==> src/hdl/assert_macros.svh <==
// ----------------------------------------------------------------------------
// assert_macros.svh
// assertion macros shared by the fire alarm sequencer rtl
// ----------------------------------------------------------------------------
`ifndef ASSERT_MACROS_SVH
`define ASSERT_MACROS_SVH
`ifndef SYNTHESIS
// same-cycle implication
`define FAS_ASSERT_IMP(label, clk, rst_n, ante, cons, msg) \
    label: assert property (@(posedge clk) disable iff (!rst_n) (ante) |-> (cons)) \
        else $error(msg);
// next-cycle implication
`define FAS_ASSERT_NXT(label, clk, rst_n, ante, cons, msg) \
    label: assert property (@(posedge clk) disable iff (!rst_n) (ante) |=> (cons)) \
        else $error(msg);
`else
`define FAS_ASSERT_IMP(label, clk, rst_n, ante, cons, msg)
`define FAS_ASSERT_NXT(label, clk, rst_n, ante, cons, msg)
`endif
`endif

==> src/hdl/fas_pkg.sv <==
// ----------------------------------------------------------------------------
// fas_pkg
// types, constants and helpers for the fire alarm sequencer
// ----------------------------------------------------------------------------
package fas_pkg;

    localparam int TIMER_BITS = 16;
    localparam int CFG_W      = 16;
    localparam int CMP_W      = (TIMER_BITS > CFG_W) ? TIMER_BITS : CFG_W;
    localparam int PADDR_W    = 4;
    localparam int PDATA_W    = 32;

    localparam logic [CFG_W-1:0] POLL_PERIOD_RST    = CFG_W'(200);
    localparam logic [CFG_W-1:0] DOOR_RUN_TIME_RST  = CFG_W'(3000);
    localparam logic [CFG_W-1:0] BLINK_INTERVAL_RST = CFG_W'(500);

    // register index, paddr[3:2]
    localparam logic [1:0] REG_POLL_PERIOD    = 2'd0;
    localparam logic [1:0] REG_DOOR_RUN_TIME  = 2'd1;
    localparam logic [1:0] REG_BLINK_INTERVAL = 2'd2;

    typedef enum logic [1:0] {
        CMD_TICK  = 2'd0,
        CMD_RAISE = 2'd1,
        CMD_CLEAR = 2'd2
    } t_cmd;

    typedef enum logic [1:0] {
        REP_NONE     = 2'd0,
        REP_DETECTED = 2'd1,
        REP_CLEARED  = 2'd2
    } t_report;

    typedef logic [TIMER_BITS-1:0] t_timer;

    typedef struct packed {
        logic [CFG_W-1:0] poll_period;
        logic [CFG_W-1:0] door_run_time;
        logic [CFG_W-1:0] blink_interval;
    } t_cfg;

    typedef struct packed {
        logic   active;
        logic   doors_halted;
        logic   warn_phase;
        logic   toggle_forced;
        logic   rain_last;
        t_timer poll_elapsed;
        t_timer alarm_elapsed;
        t_timer blink_elapsed;
    } t_state;

    typedef struct packed {
        logic    alarm_on;
        logic    warning_on;
        logic    open_pulse;
        logic    door_stop_pulse;
        t_report fire_report;
        t_report rain_report;
    } t_result;

    function automatic t_timer sat_inc(input t_timer v);
        return (&v) ? v : t_timer'(v + 1'b1);
    endfunction

    function automatic logic [CMP_W-1:0] ext_timer(input t_timer v);
        return CMP_W'(v);
    endfunction

    function automatic logic [CMP_W-1:0] ext_cfg(input logic [CFG_W-1:0] v);
        return CMP_W'(v);
    endfunction

endpackage

==> src/hdl/fas_in_if.sv <==
// ----------------------------------------------------------------------------
// fas_in_if
// input channel: tick or command items with sensor levels
// ----------------------------------------------------------------------------
interface fas_in_if;
    logic       valid;
    logic       ready;
    logic [1:0] cmd;
    logic       flame_seen;
    logic       rain_seen;

    modport source (output valid, output cmd, output flame_seen, output rain_seen,
                    input ready);
    modport sink (input valid, input cmd, input flame_seen, input rain_seen,
                  output ready);
endinterface

==> src/hdl/fas_out_if.sv <==
// ----------------------------------------------------------------------------
// fas_out_if
// result channel: alarm status, pulses and reports
// ----------------------------------------------------------------------------
interface fas_out_if;
    logic       valid;
    logic       ready;
    logic       alarm_on;
    logic       warning_on;
    logic       open_pulse;
    logic       door_stop_pulse;
    logic [1:0] fire_report;
    logic [1:0] rain_report;

    modport source (output valid, output alarm_on, output warning_on, output open_pulse,
                    output door_stop_pulse, output fire_report, output rain_report,
                    input ready);
    modport sink (input valid, input alarm_on, input warning_on, input open_pulse,
                  input door_stop_pulse, input fire_report, input rain_report,
                  output ready);
endinterface

==> src/hdl/fas_step.sv <==
// ----------------------------------------------------------------------------
// fas_step
// next state and result for one item, pure combinational
// ----------------------------------------------------------------------------
module fas_step (
    input  fas_pkg::t_state  i_state,
    input  fas_pkg::t_cfg    i_cfg,
    input  logic [1:0]       i_cmd,
    input  logic             i_flame_seen,
    input  logic             i_rain_seen,
    output fas_pkg::t_state  o_state,
    output fas_pkg::t_result o_result
);

    fas_pkg::t_state  s;
    fas_pkg::t_result res;
    logic             due;

    always_comb begin
        s   = i_state;
        due = 1'b0;
        res.alarm_on        = 1'b0;
        res.warning_on      = 1'b0;
        res.open_pulse      = 1'b0;
        res.door_stop_pulse = 1'b0;
        res.fire_report     = fas_pkg::REP_NONE;
        res.rain_report     = fas_pkg::REP_NONE;

        case (fas_pkg::t_cmd'(i_cmd))
            fas_pkg::CMD_RAISE: begin
                if (!s.active) begin
                    s.active        = 1'b1;
                    s.alarm_elapsed = '0;
                    s.doors_halted  = 1'b0;
                    s.warn_phase    = 1'b1;
                    s.toggle_forced = 1'b1;
                    res.open_pulse  = 1'b1;
                    res.fire_report = fas_pkg::REP_DETECTED;
                end
            end
            fas_pkg::CMD_CLEAR: begin
                if (s.active) begin
                    s.active        = 1'b0;
                    s.warn_phase    = 1'b0;
                    s.toggle_forced = 1'b0;
                    res.fire_report = fas_pkg::REP_CLEARED;
                end
            end
            fas_pkg::CMD_TICK: begin
                s.poll_elapsed  = fas_pkg::sat_inc(s.poll_elapsed);
                s.alarm_elapsed = fas_pkg::sat_inc(s.alarm_elapsed);
                s.blink_elapsed = fas_pkg::sat_inc(s.blink_elapsed);

                due = fas_pkg::ext_timer(s.poll_elapsed) >=
                      fas_pkg::ext_cfg(i_cfg.poll_period);

                if (due && i_flame_seen && !s.active) begin
                    s.active        = 1'b1;
                    s.alarm_elapsed = '0;
                    s.doors_halted  = 1'b0;
                    s.warn_phase    = 1'b1;
                    s.toggle_forced = 1'b1;
                    res.open_pulse  = 1'b1;
                    res.fire_report = fas_pkg::REP_DETECTED;
                end else if (due && !i_flame_seen && s.active) begin
                    s.active        = 1'b0;
                    s.warn_phase    = 1'b0;
                    s.toggle_forced = 1'b0;
                    res.fire_report = fas_pkg::REP_CLEARED;
                end

                if (s.active) begin
                    if (!s.doors_halted && (fas_pkg::ext_timer(s.alarm_elapsed) >
                                            fas_pkg::ext_cfg(i_cfg.door_run_time))) begin
                        s.doors_halted      = 1'b1;
                        res.door_stop_pulse = 1'b1;
                    end
                    // forced toggle comes first after a raise
                    if (s.toggle_forced || (fas_pkg::ext_timer(s.blink_elapsed) >
                                            fas_pkg::ext_cfg(i_cfg.blink_interval))) begin
                        s.toggle_forced = 1'b0;
                        s.blink_elapsed = '0;
                        s.warn_phase    = !s.warn_phase;
                    end
                end

                if (due) begin
                    s.poll_elapsed = '0;
                    if (i_rain_seen != s.rain_last) begin
                        s.rain_last     = i_rain_seen;
                        res.rain_report = i_rain_seen ? fas_pkg::REP_DETECTED
                                                      : fas_pkg::REP_CLEARED;
                    end
                end
            end
            default: begin
                // unused code, status only
            end
        endcase

        res.alarm_on   = s.active;
        res.warning_on = s.active & s.warn_phase;
    end

    assign o_state  = s;
    assign o_result = res;

endmodule

==> src/hdl/fire_alarm_sequencer_core.sv <==
// a result item is valid in the cycle after its input item is accepted
// throughput: one item per cycle while the result channel is not stalled, set by the single state update in fas_step
// input ready stays high while the result register is empty or being taken
// reset (synchronous, active low) clears all state and the result register
// and loads the configuration registers with their defaults
// ----------------------------------------------------------------------------
// fire_alarm_sequencer_core
// fire alarm sequencer with apb configuration port and valid/ready channels
// ----------------------------------------------------------------------------
`include "assert_macros.svh"

module fire_alarm_sequencer_core (
    input  logic                         i_clk,
    input  logic                         i_rst_n,
    fas_in_if.sink                       i_in,
    fas_out_if.source                    o_out,
    input  logic                         psel,
    input  logic                         penable,
    input  logic                         pwrite,
    input  logic [fas_pkg::PADDR_W-1:0]  paddr,
    input  logic [fas_pkg::PDATA_W-1:0]  pwdata,
    output logic [fas_pkg::PDATA_W-1:0]  prdata,
    output logic                         pready
);

    fas_pkg::t_cfg    r_cfg;
    fas_pkg::t_state  r_state;
    fas_pkg::t_state  n_state;
    fas_pkg::t_result r_result;
    fas_pkg::t_result n_result;
    logic             r_out_valid;
    logic             in_ready;
    logic             in_accept;
    logic             cfg_write;
    logic [1:0]       reg_idx;

    assign reg_idx   = paddr[3:2];
    assign pready    = 1'b1;
    assign cfg_write = psel & penable & pwrite;

    always_ff @(posedge i_clk) begin
        if (!i_rst_n) begin
            r_cfg.poll_period    <= fas_pkg::POLL_PERIOD_RST;
            r_cfg.door_run_time  <= fas_pkg::DOOR_RUN_TIME_RST;
            r_cfg.blink_interval <= fas_pkg::BLINK_INTERVAL_RST;
        end else if (cfg_write) begin
            case (reg_idx)
                fas_pkg::REG_POLL_PERIOD:    r_cfg.poll_period    <= pwdata[fas_pkg::CFG_W-1:0];
                fas_pkg::REG_DOOR_RUN_TIME:  r_cfg.door_run_time  <= pwdata[fas_pkg::CFG_W-1:0];
                fas_pkg::REG_BLINK_INTERVAL: r_cfg.blink_interval <= pwdata[fas_pkg::CFG_W-1:0];
                default: begin
                end
            endcase
        end
    end

    always_comb begin
        case (reg_idx)
            fas_pkg::REG_POLL_PERIOD:    prdata = fas_pkg::PDATA_W'(r_cfg.poll_period);
            fas_pkg::REG_DOOR_RUN_TIME:  prdata = fas_pkg::PDATA_W'(r_cfg.door_run_time);
            fas_pkg::REG_BLINK_INTERVAL: prdata = fas_pkg::PDATA_W'(r_cfg.blink_interval);
            default:                     prdata = '0;
        endcase
    end

    // result register doubles as the stage boundary
    assign in_ready   = !r_out_valid || o_out.ready;
    assign i_in.ready = in_ready;
    assign in_accept  = i_in.valid & in_ready;

    fas_step u_step (
        .i_state      (r_state),
        .i_cfg        (r_cfg),
        .i_cmd        (i_in.cmd),
        .i_flame_seen (i_in.flame_seen),
        .i_rain_seen  (i_in.rain_seen),
        .o_state      (n_state),
        .o_result     (n_result)
    );

    always_ff @(posedge i_clk) begin
        if (!i_rst_n) begin
            r_state     <= '0;
            r_out_valid <= 1'b0;
            r_result    <= '0;
        end else begin
            if (in_accept) begin
                r_state  <= n_state;
                r_result <= n_result;
            end
            if (in_accept) begin
                r_out_valid <= 1'b1;
            end else if (o_out.ready) begin
                r_out_valid <= 1'b0;
            end
        end
    end

    assign o_out.valid           = r_out_valid;
    assign o_out.alarm_on        = r_result.alarm_on;
    assign o_out.warning_on      = r_result.warning_on;
    assign o_out.open_pulse      = r_result.open_pulse;
    assign o_out.door_stop_pulse = r_result.door_stop_pulse;
    assign o_out.fire_report     = r_result.fire_report;
    assign o_out.rain_report     = r_result.rain_report;

    `FAS_ASSERT_IMP(a_open_reports, i_clk, i_rst_n, r_out_valid && r_result.open_pulse, r_result.alarm_on && (r_result.fire_report == fas_pkg::REP_DETECTED), "open pulse without alarm detected")
    `FAS_ASSERT_IMP(a_stop_when_active, i_clk, i_rst_n, r_out_valid && r_result.door_stop_pulse, r_result.alarm_on && r_state.doors_halted, "door stop while alarm inactive")
    `FAS_ASSERT_IMP(a_cleared_inactive, i_clk, i_rst_n, r_out_valid && (r_result.fire_report == fas_pkg::REP_CLEARED), !r_result.alarm_on && !r_result.warning_on, "cleared report while alarm on")
    `FAS_ASSERT_NXT(a_hold_stalled, i_clk, i_rst_n, r_out_valid && !o_out.ready, r_out_valid && $stable(r_state), "stalled result lost or state advanced")

endmodule
==> src/flat_wrapper.sv <==
// flat-port wrapper written by rule: the top's interface ports become plain ports
module fire_alarm_sequencer_core_flat 
  (i_clk, i_rst_n, psel, penable, pwrite, paddr, pwdata, prdata, pready, i_in_valid, i_in_cmd, i_in_flame_seen, i_in_rain_seen, i_in_ready, o_out_valid, o_out_alarm_on, o_out_warning_on, o_out_open_pulse, o_out_door_stop_pulse, o_out_fire_report, o_out_rain_report, o_out_ready);
  fas_in_if i_in_i ();
  fas_out_if o_out_i ();
  input  logic i_clk;
  input  logic i_rst_n;
  input  logic psel;
  input  logic penable;
  input  logic pwrite;
  input  logic [fas_pkg::PADDR_W-1:0] paddr;
  input  logic [fas_pkg::PDATA_W-1:0] pwdata;
  output logic [fas_pkg::PDATA_W-1:0] prdata;
  output logic pready;
  input wire logic [$bits(i_in_i.valid)-1:0] i_in_valid;
  input wire logic [$bits(i_in_i.cmd)-1:0] i_in_cmd;
  input wire logic [$bits(i_in_i.flame_seen)-1:0] i_in_flame_seen;
  input wire logic [$bits(i_in_i.rain_seen)-1:0] i_in_rain_seen;
  output wire logic [$bits(i_in_i.ready)-1:0] i_in_ready;
  output wire logic [$bits(o_out_i.valid)-1:0] o_out_valid;
  output wire logic [$bits(o_out_i.alarm_on)-1:0] o_out_alarm_on;
  output wire logic [$bits(o_out_i.warning_on)-1:0] o_out_warning_on;
  output wire logic [$bits(o_out_i.open_pulse)-1:0] o_out_open_pulse;
  output wire logic [$bits(o_out_i.door_stop_pulse)-1:0] o_out_door_stop_pulse;
  output wire logic [$bits(o_out_i.fire_report)-1:0] o_out_fire_report;
  output wire logic [$bits(o_out_i.rain_report)-1:0] o_out_rain_report;
  input wire logic [$bits(o_out_i.ready)-1:0] o_out_ready;
  assign i_in_i.valid = i_in_valid;
  assign i_in_i.cmd = i_in_cmd;
  assign i_in_i.flame_seen = i_in_flame_seen;
  assign i_in_i.rain_seen = i_in_rain_seen;
  assign i_in_ready = i_in_i.ready;
  assign o_out_valid = o_out_i.valid;
  assign o_out_alarm_on = o_out_i.alarm_on;
  assign o_out_warning_on = o_out_i.warning_on;
  assign o_out_open_pulse = o_out_i.open_pulse;
  assign o_out_door_stop_pulse = o_out_i.door_stop_pulse;
  assign o_out_fire_report = o_out_i.fire_report;
  assign o_out_rain_report = o_out_i.rain_report;
  assign o_out_i.ready = o_out_ready;
  fire_alarm_sequencer_core u_core (.i_clk(i_clk), .i_rst_n(i_rst_n), .i_in(i_in_i), .o_out(o_out_i), .psel(psel), .penable(penable), .pwrite(pwrite), .paddr(paddr), .pwdata(pwdata), .prdata(prdata), .pready(pready));
endmodule
==> config.mk <==
export PLATFORM = sky130hd
export DESIGN_NAME = fire_alarm_sequencer_core_flat
export DESIGN_NICKNAME = d
export VERILOG_FILES = /design/src/hdl/fas_pkg.sv /design/src/hdl/fas_in_if.sv /design/src/hdl/fas_out_if.sv /design/src/hdl/fas_step.sv /design/src/hdl/fire_alarm_sequencer_core.sv /design/src/flat_wrapper.sv
export VERILOG_INCLUDE_DIRS = /design/src /design/src/hdl
export SDC_FILE = /design/constraint.sdc
export NUM_CORES = 1
export LEC_CHECK = 0
export ABC_AREA = 1
export BUFFER_PORTS_ARGS = -buffer_cell sky130_fd_sc_hd__buf_4
export CAP_MARGIN = 0
export CORE_ASPECT_RATIO = 0.6
export CORE_MARGIN = 3
export CORE_UTILIZATION = 53
export DETAILED_ROUTE_END_ITERATION = 7
export GPL_TIMING_DRIVEN = 0
export PLACE_DENSITY = 0.77
export SLEW_MARGIN = 15
export SYNTH_ARGS = -nofsm -noshare
export SYNTH_HDL_FRONTEND = slang
export SYNTH_SLANG_ARGS = --single-unit
==> constraint.sdc <==
create_clock -name i_clk -period 3.9 [get_ports i_clk]
set_clock_uncertainty 0.15 [all_clocks]
set_input_delay 0.195 -clock i_clk [delete_from_list [all_inputs] [get_ports i_clk]]
set_output_delay 0.195 -clock i_clk [all_outputs]
set_load 0.02 [all_outputs]
==> results.cfg <==
[status]
status = finished with violations
violations = setup timing

[cts]
cts.clk_slew.worst_paths_ns = 0.07
root_buffer = clkbuf_16
cts_max_level = 3
max-clock-path-buffers = 2
clk_latency_ns = 0.36
cts_buffers = 9
cts_tree = done
cts_sinks = 109

[grt]
grt_remaining_overflow = 0
grt_first_pass_wirelength_mm = 31.24
grt_max_degree = 17
grt_usage = 0.2740
antenna_found_initial = 1
grt_pass1_vias = 6140

[setup_path]
arrival_ns = 4.59
cp_common_cell = nand2_1
end_kind = flop
regToRegEndpoint = u_core.o_out.door_stop_pulse$_SDFFE_PN0P_
crit_type = flop to flop
crit_cells = 35
path_delay_family = simple AND/OR/NAND/NOR gates
startpoint = u_core.r_state[34]$_SDFFE_PN0P_
cpMaxStageDelayCell = dfxtp_2
r2r_start = u_core.r_state[34]$_SDFFE_PN0P_
worstSetupEndpoint = u_core.o_out.door_stop_pulse$_SDFFE_PN0P_
worstRegToRegCells = 35
critical-path-max-stage-delay_ns = 0.38
required_ns = 4.03
worst_setup_path_start_kind = flop
r2r_slack_ns = -0.56
cp_max_fo = 6
cp_num_buf_inv = 7

[power_and_ir_drop]
pwr-share-seq = 0.477
p_int_mw = 1.777
clkPwrFrac = 0.406
power_density_nw_per_um2 = 290.1
combinationalPowerShare = 0.117
p_sw_frac = 0.2555
peakVddDrop_v = 0.0002161
power_switching_mw = 0.6099
p_leak_nw = 3.565

[sta]
finalWorstSetupSlack_ns = -0.5560
fmax_mhz = 224.4
min_period_ns = 4.456
max_slew_margin = 0.3328
layout_worst_path_cycle_share = 1.143
whs_ns = 0.001713
grt_setup_unrepaired = yes
worst_pin_slew_ns = 0.9964
hold_viol = 0
finalMaxSlewViolations = 0
setup_violations = 2

[yosys]
synthCells = 981
synth_most_common_cell = nand2_1
synth_area_leader_cell = dfxtp_1
synth_area_um2 = 6771
synth_top_area_share = 0.3222
avgSynthCellArea_um2 = 6.903
async_flop_share = 0
synth_edf_count = 0
synth_flop_cell = dfxtp_1
synthTopCellsByCount = nand2_1 (249), inv_1 (121), a21oi_1 (119), dfxtp_1 (109), nor2_1 (60)
synth_warnings = 0
synth.area.top_cells = dfxtp_1 (32%), nand2_1 (14%), ha_1 (9.8%)
synth.distinct_cells = 46
yosysSeqAreaShare = 0.3222
ys_ff_latch = 109

[flow_run]
cap_violations = 0

[floorplanning]
fp-row-count = 31
core_um2 = 12260
io_pins = 90
start_util = 0.5525
die_w_um = 151.9
die_area_um2 = 14210
die_h_um = 93.56

[routing]
vias = 6949
initialDrtViolationCount = 577
avgViaCountPerCell = 5.519
wire_per_inst_um = 15.85
routed_wl_mm = 19.95
drt-pass1-iter-count = 5
final_antenna_net_count = 0
drc = 0

[place]
io_buffers = 53
gp_congestion = 0.9114
dp.cells = 1214
pre_cts_slack_ns = -0.9158
dp.final_hpwl_mm = 15.14

[cells_and_area]
num_antenna_cells = 0
final_layout_size_suffix_gt1_frac = 0.1609
nNetsFinal = 1190
syn_to_final_growth_pct = 21.53
final_cells = 1259

[min_path]
hp-class = input port to flop
-- sequential cells by signal, summed over array words and instances, names as in the netlist --
name	flops
u_core.o_out.warning_on	1
u_core.o_out.fire_report	2
u_core.o_out.valid	1
u_core.o_out.open_pulse	1
u_core.r_cfg	48
u_core.r_state	53
u_core.o_out.rain_report	2
u_core.o_out.door_stop_pulse	1
-- timing repair --
action                                 4_1_cts  5_1_grt
gates cloned                                 0        1
hold buffers                                11        0
setup endpoints to repair                   24       33
pin swaps                                   14       16
endpoints found under the hold margin       21        0
gates resized for setup                     29       25
buffers inserted                            12        6
-- worst min-delay path by stage --
stage | startpoint | to | cells after the start
2_1_floorplan | pwdata[3] | u_core.r_cfg[19]$_SDFFE_PN1P_ | 2
4_1_cts | i_in_rain_seen | u_core.r_state[48]$_SDFFE_PN0P_ | 3
3_5_place_dp | pwdata[5] | u_core.r_cfg[5]$_SDFFE_PN1P_ | 3
3_3_place_gp | pwdata[4] | u_core.r_cfg[20]$_SDFFE_PN1P_ | 3
6_report | pwdata[10] | u_core.r_cfg[42]$_SDFFE_PN0P_ | 3
5_1_grt | pwdata[10] | u_core.r_cfg[42]$_SDFFE_PN0P_ | 3
-- logic make-up (layout without fill, tap and decap cells) --
family                     after synthesis  in the layout  synth area share
and+or+nand+nor                        388            388            0.2467
AOI/OAI and AO/OA                      232            232            0.1955
buffers and inverters                  176            274            0.1083
DFF                                    109            109            0.3222
adders and majority gates               53             53           0.09793
xor gates and xnor gates                21             21           0.02827
other                                    2             17          0.001109
-- worst min-delay path, delay by kind of cell --
family | cells | cell delay [ns]
compound gates | 2 | 0.17
buf+inv | 1 | 0.10
-- cell usage in the layout (no fill, tap or decap), types with 4 or more instances in the layout --
cell | Yosys | layout
a21oi_2 | 5 | 13
a21oi_1 | 119 | 111
nor2_4 | 1 | 4
nor2_1 | 60 | 56
inv_2 | 6 | 9
o211ai_1 | 18 | 18
conb_1 | 2 | 17
dfxtp_1 | 109 | 105
nand4_1 | 18 | 18
o21ai_1 | 5 | 8
ha_1 | 53 | 51
a31oi_1 | 6 | 4
xnor2_1 | 9 | 9
xor2_1 | 11 | 11
clkbuf_1 | 26 | 25
nor3_2 | 6 | 5
buf_4 | 18 | 86
nor3_1 | 11 | 8
nor3_4 | 0 | 4
nand2_1 | 249 | 244
clkbuf_16 | 0 | 9
o21ai_0 | 54 | 51
nand2_2 | 3 | 5
o221ai_1 | 15 | 15
dlygate4sd3_1 | 0 | 11
nand3_1 | 21 | 21
inv_1 | 121 | 117
-- layout make-up --
class	instances	area, um^2
Clock inverter	3	43.79
Clock buffer	12	266.5
Inverter	128	485.5
Timing Repair Buffer	83	670.6
Multi-Input combinational cell	711	4099
Sequential cell	109	2190
Fill cell	1045	4028
Buffer	48	267.8
Tap cell	165	206.4
-- layer usage --
metal  wire (um)  GRT usage  vias to the layer above  part of all wire
met5          12          0                        -           0.00060
met1        9536     0.4194                     3139              0.48
li1            -          -                     3446                 -
met2        7837     0.3744                      337              0.39
met3        2309    0.06611                       25              0.12
met4         256    0.08227                        2             0.013
-- power groups by stage --
stage	Clock, mW	Sequential (mW)	Combinational [mW]
5_1_grt	1.02	1.14	0.301
6_report	0.970	1.14	0.278
2_1_floorplan	0	1.17	0.153
3_5_place_dp	0	1.17	0.252
3_3_place_gp	0	1.17	0.249
4_1_cts	0.980	1.14	0.267
-- through the flow --
step	TNS [ns]	area (um^2)	power [mW]	util
finish	-1.087	8229	2.387	0.6714
global route	-2.950	8229	2.465	0.6714
CTS	-1.218	8089	2.386	0.6600
detailed placement	-5.567	7460	1.418	0.6086
global placement	-5.104	7460	1.414	0.6086
floorplan	-0.03973	6855	1.319	-
No activity file was read; power rests on OpenSTA's default activity.
